[src/rtl/dpm_pkg.sv]
// Shared types and constants for the demand-paged memory block.
// No dependencies; used by dpm_lru, the top level and the testbench.
package dpm_pkg;

  // Geometry, fixed by the 7-bit virtual address and the 3-bit frame number
  localparam int FRAME_COUNT    = 8;
  localparam int PAGE_BYTES     = 16;
  localparam int PROC_COUNT     = 4;
  localparam int PAGES_PER_PROC = 8;

  localparam int FRAME_W = $clog2(FRAME_COUNT);
  localparam int OFF_W   = $clog2(PAGE_BYTES);
  localparam int VP_W    = $clog2(PAGES_PER_PROC);
  localparam int PROC_W  = $clog2(PROC_COUNT);
  localparam int PE_W    = PROC_W + VP_W;
  localparam int PA_W    = FRAME_W + OFF_W;
  localparam int BA_W    = PE_W + OFF_W;
  localparam int PROC_BYTES = PAGES_PER_PROC * PAGE_BYTES;
  localparam int PROC_BYTES_W = $clog2(PROC_BYTES);
  localparam int LIMIT_W = 4;
  localparam int CFG_IDX_W = 3;

  localparam logic [7:0] SPACE = 8'h20;

  // Request codes
  localparam logic [1:0] REQ_READ    = 2'd0;
  localparam logic [1:0] REQ_WRITE   = 2'd1;
  localparam logic [1:0] REQ_PRELOAD = 2'd2;
  localparam logic [1:0] REQ_RELEASE = 2'd3;

  // Status codes
  localparam logic [1:0] ST_OK      = 2'd0;
  localparam logic [1:0] ST_RANGE   = 2'd1;
  localparam logic [1:0] ST_REFUSED = 2'd2;

  typedef struct packed {
    logic [1:0] req_type;
    logic [1:0] proc_id;
    logic [6:0] vaddr;
    logic [7:0] wdata;
  } req_t;

  typedef struct packed {
    logic [7:0] rdata;
    logic [1:0] status;
    logic       page_fault;
    logic       evicted;
    logic [2:0] frame_used;
  } rsp_t;

  // Move-to-front command for the LRU list
  typedef struct packed {
    logic               en;
    logic [FRAME_W-1:0] frame;
  } lru_touch_t;

  typedef enum logic [3:0] {
    S_CLR, S_IDLE, S_REL, S_WCHK, S_LOOK, S_WB, S_LD, S_ACC, S_RD, S_DONE
  } state_t;

endpackage

[src/rtl/dpm_lru.sv]
// LRU order of the physical frames, front is most recent, tail is the victim.
// Depends on dpm_pkg.
module dpm_lru (
  input  logic                        clk,
  input  logic                        rst,
  input  dpm_pkg::lru_touch_t         touch,
  output logic [dpm_pkg::FRAME_W-1:0] tail
);

  logic [dpm_pkg::FRAME_W-1:0] order      [dpm_pkg::FRAME_COUNT];
  logic [dpm_pkg::FRAME_W-1:0] order_next [dpm_pkg::FRAME_COUNT];
  logic [dpm_pkg::FRAME_W-1:0] pos;

  // find the frame's place; absent frames count as the tail
  always_comb begin
    pos = dpm_pkg::FRAME_W'(dpm_pkg::FRAME_COUNT - 1);
    for (int i = dpm_pkg::FRAME_COUNT - 1; i >= 0; i--) begin
      if (order[i] == touch.frame) pos = dpm_pkg::FRAME_W'(i);
    end
  end

  // shift everything ahead of it back by one
  always_comb begin
    order_next[0] = touch.frame;
    for (int i = 1; i < dpm_pkg::FRAME_COUNT; i++) begin
      order_next[i] = (dpm_pkg::FRAME_W'(i) <= pos) ? order[i-1] : order[i];
    end
  end

  always_ff @(posedge clk) begin
    if (rst) begin
      for (int i = 0; i < dpm_pkg::FRAME_COUNT; i++) order[i] <= dpm_pkg::FRAME_W'(i);
    end else if (touch.en) begin
      order <= order_next;
    end
  end

  assign tail = order[dpm_pkg::FRAME_COUNT-1];

endmodule

[config.mk]
export PLATFORM = sky130hd
export DESIGN_NAME = dpm_lru
export DESIGN_NICKNAME = d
export VERILOG_FILES = /design/src/rtl/dpm_pkg.sv /design/src/rtl/dpm_lru.sv
export SDC_FILE = /design/constraint.sdc
export NUM_CORES = 1
export LEC_CHECK = 0
export ABC_CLOCK_PERIOD_IN_PS = 2100
export BUFFER_PORTS_ARGS = -buffer_cell sky130_fd_sc_hd__buf_2
export CAP_MARGIN = 10
export CORE_MARGIN = 4
export CORE_UTILIZATION = 58
export DETAILED_ROUTE_END_ITERATION = 12
export PLACE_DENSITY = 0.75
export SLEW_MARGIN = 20
export SYNTH_ARGS = -nofsm -noshare
export SYNTH_HDL_FRONTEND = slang
export SYNTH_SLANG_ARGS = --single-unit
[constraint.sdc]
create_clock -name clk -period 2.1 [get_ports clk]
set_clock_uncertainty 0.15 [all_clocks]
set_input_delay 0.21 -clock clk [delete_from_list [all_inputs] [get_ports clk]]
set_output_delay 0.21 -clock clk [all_outputs]
set_load 0.02 [all_outputs]
==> results of run 1 <==
## final cells by class
class	count	area (um2)	share of cell area, %
clock buffer	3	22.5	1.71
inverter	1	3.75	0.285
multi-input combinational	95	729	55.4
sequential	24	480	36.5
tap	27	33.8	2.56
timing repair buffer	9	47.5	3.61
## registers in the layout, indices dropped and copies added (netlist names)
signal	count
order	21
tail	3
## metal layers
layer / wire [um] / vias to the layer above / share of wire [%]
met5: 0 / - / 0
met4: 25 / 0 / 1.2
met3: 68 / 3 / 3.2
met2: 1090 / 9 / 51
met1: 967 / 404 / 45
li1: - / 437 / -
## synthesized netlist by cell type, types with 2 or more instances
library cell  count
and3_1            3
nand3b_1          2
buf_6             5
xor2_2            3
dfxtp_1          24
xnor2_1           6
buf_4             3
nand2_1           5
xor2_1           12
mux2i_1          16
o21ai_0           4
nand3_1           3
or2b_1            2
a21oi_1           3
nand2b_1          4
buf_2             2
a211o_1           3
nor3_4            3
nor2_1           20
## logic make-up after synthesis
logic type	after synthesis	share of synthesized area (%)
xor+xnor	21	15.7
mux	16	12.2
simple gates	45	20.6
buf+inv	12	7.82
compound gates	13	7.05
flops	24	36.6
## power by group through the flow
stage	Clock (mW)	Sequential, mW	Combinational (mW)
6_report	0.206	0.535	0.234
5_1_grt	0.231	0.542	0.257
4_1_cts	0.212	0.536	0.237
3_5_place_dp	0	0.547	0.236
3_3_place_gp	0	0.545	0.229
2_1_floorplan	0	0.537	0.219
## per-stage QoR
| step | setup slack (ns) | cell area (um2) |
|---|---|---|
| CTS | 0.315 | 1320 |
| finish | 0.346 | 1320 |
| global route | 0.212 | 1320 |
| detailed placement | 0.219 | 1290 |
| global placement | 0.290 | 1290 |
| floorplan | 0.490 | 1310 |
## worst paths after layout
path / start / to / slack, ns / depth (start not counted)
max reg2reg: order[21] / order[6] / 0.35 / 5
min: touch[3] / order[23] / 0.13 / 3
min reg2reg: order[20] / order[17] / 0.35 / 2
max: order[21] / order[6] / 0.35 / 5
## cells in the final DEF (no fill, tap or decap)
master	count
dfxtp_1	24
a21oi_1	3
clkbuf_4	3
xor2_1	12
nor3_1	1
xnor2_1	6
nand3b_1	2
and3_1	3
or2b_1	2
nor3_4	3
buf_2	8
nand3_1	3
o311a_1	1
nor2_1	20
nand2b_1	4
inv_1	1
o31a_1	1
nor3_2	1
o21ai_0	4
nand2_1	5
mux2i_1	16
buf_4	1
nor4b_4	1
a211o_1	3
o31ai_2	1
xor2_2	3
## worst min-delay path, delay by kind of cell
kind / cells / cell delay [ns]
and+or+nand+nor: 1 / 0.08
buffers and inverters: 1 / 0.19
muxes: 1 / 0.10
==> impl_metrics.yaml, run 1 <==
die:
  pin_count: 9
  dieHeight_um: 55.6
  coreArea_um2: 2060
  die_w_um: 55.6
  row_count: 16
  start_util_pct: 63.7
  dieArea_um2: 3090
clocking:
  cts_buffers: 3
  path_clk_slew_ns: 0.13
  htree_levels: 1
  clock_path_buffers: 2
  clock-sinks: 24
  cts_resized: 0
  cts_setup_buffers: 0
  clk_latency_ns: 0.33
  cts_tree: "built"
  root_buffer: "clkbuf_4"
  cts_hold_repair.buffers: 0
sta:
  slew-limit-headroom_pct: 66.6
  tns_ns: 0
  finalSetupViolations: 0
  fin_hold_ws_ns: 0.128
  rsz0062_at_grt: "no"
  hold_viol_final: 0
  max_freq_mhz: 570
  period_needed_ns: 1.75
  final_max_slew_viol_count: 0
  finalCritPeriodShare_pct: 83.5
  worstMarginPinSlew_ns: 0.501
synthesis:
  netlist_instances: 131
  synth_top_area_share_pct: 36.6
  synthFlopType: "dfxtp_1"
  syn_nets: 137
  yosys-top-cells-area: "dfxtp_1 (37%), mux2i_1 (12%), xor2_1 (8.0%)"
  seq_area_frac_synth_pct: 36.6
  synth_warnings: 0
  synth_edf_count: 0
  synth_top_cell_by_area: "dfxtp_1"
  yosys_register_bits: 24
  yosysUniqueCellTypes: 27
  async_flop_share_pct: 0
  syn_avg_cell_area_um2: 10.0
  synth_area_um2: 1310
power:
  p_comb_share_pct: 24.0
  seqPwrFrac_pct: 54.9
  fin_total_pwr_mw: 0.975
  max-vdd-ir-drop_uv: 467
  pwr-share-clk_pct: 21.1
  switchingPower_mw: 0.301
  p_per_area_nw_per_um2: 740
  internal_power_mw: 0.675
  switching_share_pct: 30.8
  leakagePower_nw: 0.561
critical_path:
  critPathBufInv: 0
  slowest_delay_ns: 0.41
  crit_top_cell: "nor3_4"
  critPathKind: "register to register"
  cp_top_family: "simple AND/OR/NAND/NOR gates"
  start_kind: "register"
  cp-end-kind: "register"
  path_max_fanout: 6
  path_cells: "xor2_2 -> nor3_4 -> nor3_4 -> and3_1 -> mux2i_1"
  arrival_ns: 1.87
  worstPathRequired_ns: 2.21
  slowest_stage: "dfxtp_1"
placement:
  place_inst: 156
  gp_congestion: 0.820
  port_buffers: 8
  hpwl_um: 1620
detailed_routing:
  drt-initial-drc-count: 11
  vias: 853
  routed_via_density: 5.36
  firstDrtPassIters: 4
  antenna_left: 0
  route.detailed.drc: 0
  routed_wl_um: 2150
  wire_per_inst_um: 13.5
hold_path:
  hp-class: "input pin to register"
global_route:
  grt_pass1_wl_um: 3800
  gr-usage-met3_pct: 4.87
  grt_antenna_before_repair: 0
  grt-ovfl-total: 0
  use_met2_pct: 26.4
  grt_usage_pct: 15.6
  grt_max_degree: 33
  use_met1_pct: 19.1
  grt_pass1_vias: 842
  grt-busiest-layer: "met2"
finish:
  drive_above_1_share_pct: 15.9
  final_cells: 159
  nNetsFinal: 140
  postLayoutCoreUtil_pct: 63.9
  fillCellCount: 179
  num_antenna_cells: 0
  areaGrowthSynthToFinish_pct: 0.381
job:
  max-cap-violations: 0
outcome:
  status: "completed"
Note: power is estimated with default switching activity, not from simulation.
==> run 2: changes to the inputs <==
--- a/config.mk
+++ b/config.mk
@@ -5,7 +5,7 @@
 export SDC_FILE = /design/constraint.sdc
 export NUM_CORES = 1
 export LEC_CHECK = 0
-export ABC_CLOCK_PERIOD_IN_PS = 2100
+export ABC_CLOCK_PERIOD_IN_PS = 1700
 export BUFFER_PORTS_ARGS = -buffer_cell sky130_fd_sc_hd__buf_2
 export CAP_MARGIN = 10
 export CORE_MARGIN = 4
==> constraint.sdc (replaced) <==
create_clock -name clk -period 1.7 [get_ports clk]
set_clock_uncertainty 0.15 [all_clocks]
set_input_delay 0.17 -clock clk [delete_from_list [all_inputs] [get_ports clk]]
set_output_delay 0.17 -clock clk [all_outputs]
set_load 0.02 [all_outputs]
==> run 2 against run 1 <==
Against the previous run:
- the flow now finishes with violations (negative setup slack)
- clock-buffer cell count stayed put
- combinational power is 64% higher
- setup slack worse by 0.35 ns
==> impl_metrics.yaml, run 2 (synthesized netlist as in run 1, its figures left out) <==
outcome:
  status: "finished, violations left"
  violations: "negative setup slack"
hold_path:
  hp-class: "input pin to register"
  holdPathStages: 3
  min_from: "touch[0]"
  hold_end: "order[21]"
detailed_routing:
  vias: 960
  drt-initial-drc-count: 25
  antenna_left: 0
  firstDrtPassIters: 4
  wire_per_inst_um: 15.5
  routed_wl_um: 2700
  route.detailed.drc: 0
  routed_via_density: 5.49
clocking:
  cts_hold_repair.buffers: 0
  clock_path_buffers: 2
  clock-sinks: 24
  cts_tree: "built"
  path_clk_slew_ns: 0.12
  root_buffer: "clkbuf_4"
  htree_levels: 1
  clk_latency_ns: 0.31
  cts_buffers: 3
global_route:
  grt_antenna_before_repair: 0
  grt_max_degree: 33
  grt_pass1_wl_um: 4010
  grt_usage_pct: 16.2
  grt_pass1_vias: 929
  grt-ovfl-total: 0
power:
  seqPwrFrac_pct: 51.8
  p_comb_share_pct: 29.6
  switching_share_pct: 31.1
  switchingPower_mw: 0.401
  pwr-share-clk_pct: 18.6
  leakagePower_nw: 0.661
  internal_power_mw: 0.890
  p_per_area_nw_per_um2: 827
  max-vdd-ir-drop_uv: 760
die:
  die_w_um: 55.6
  pin_count: 9
  dieHeight_um: 55.6
  coreArea_um2: 2060
  start_util_pct: 63.7
  row_count: 16
  dieArea_um2: 3090
placement:
  port_buffers: 8
  gp_congestion: 0.860
  place_inst: 167
  hpwl_um: 1790
finish:
  num_antenna_cells: 0
  final_common_cell: "nor2_1"
  areaGrowthSynthToFinish_pct: 18.9
  drive_above_1_share_pct: 36.5
  mostFrequentLayoutCells: "nor2_1 (20), mux2i_1 (16), dfxtp_1 (14), buf_4 (14)"
  regMostFlops: "order"
  final_cells: 175
  postLayoutCoreUtil_pct: 75.7
  fillCellCount: 148
  nNetsFinal: 156
  largest_reg_flops: 21
critical_path:
  r2r_start: "order[23]"
  r2r_end: "order[6]"
  critPathKind: "register to register"
  cp-end-kind: "register"
  arrival_ns: 1.79
  start_kind: "register"
  path_max_fanout: 6
  timing.reg2reg.setup_slack_ns: -0.003
  worstPathRequired_ns: 1.79
  r2r_cells: 5
sta:
  rsz0062_at_grt: "yes"
  finalSetupViolations: 1
  final_max_slew_viol_count: 0
  max_freq_mhz: 587
  slew-limit-headroom_pct: 66.4
  finalCritPeriodShare_pct: 100
  tns_ns: -0.00281
  worst_slack_ns: -0.00281
  worstMarginPinSlew_ns: 0.504
  period_needed_ns: 1.70
  fin_hold_ws_ns: 0.141
  hold_viol_final: 0
job:
  max-cap-violations: 0
-- run 2: critical path: stages, from the launching register on --
cell,delay (ns)
dfxtp_4,0.40
xor2_4,0.21
nor3_4,0.09
nor3_4,0.32
and3_4,0.28
mux2i_1,0.19
-- run 2: layout make-up --
type,instances,area [um2],share of cell area (%)
clock buffer,3,22.5,1.44
sequential,24,500,32.1
timing repair buffer,25,179,11.5
tap,27,33.8,2.17
inverter,1,3.75,0.241
multi-input combinational,95,821,52.6
-- run 2: worst max-delay path by stage --
stage | endpoint | slack [ns] | start
final | order[6] | -0.003 | order[23]
after global routing | order[6] | -0.12 | order[23]
after CTS | tail[2] | -0.01 | order[15]
after detailed placement | order[6] | -0.02 | order[23]
after global placement | order[12] | 0.03 | touch[1]
after floorplan | order[18] | 0.1 | order[21]
-- run 2: power groups by stage --
stage | Sequential, mW | Combinational [mW] | Clock (mW)
2_1_floorplan | 0.663 | 0.271 | 0
3_3_place_gp | 0.672 | 0.309 | 0
3_5_place_dp | 0.674 | 0.323 | 0
4_1_cts | 0.662 | 0.338 | 0.251
5_1_grt | 0.674 | 0.417 | 0.271
6_report | 0.669 | 0.383 | 0.240
-- run 2: repair_timing --
action / in CTS / in global routing
pin swaps: 3 / 10
cloned: 0 / 0
resized for setup: 7 / 22
buffers inserted: 3 / 3
endpoints found under the setup margin: 7 / 19
-- run 2: routing by layer --
layer	share of wire, %	up-vias	track usage (%)
met5	0	-	0
met4	1.4	0	2.78
met3	3.5	4	5.57
met2	55	26	30.4
met1	40	460	17.5
li1	-	470	-
-- run 2: through the flow --
stage	area, um2	setup slack (ns)	power [mW]
after floorplan	1310	0.0971	0.934
after global placement	1380	0.0311	0.981
after detailed placement	1380	-0.0233	0.997
after CTS	1440	-0.0122	1.25
after global routing	1560	-0.117	1.36
final	1560	-0.00281	1.29
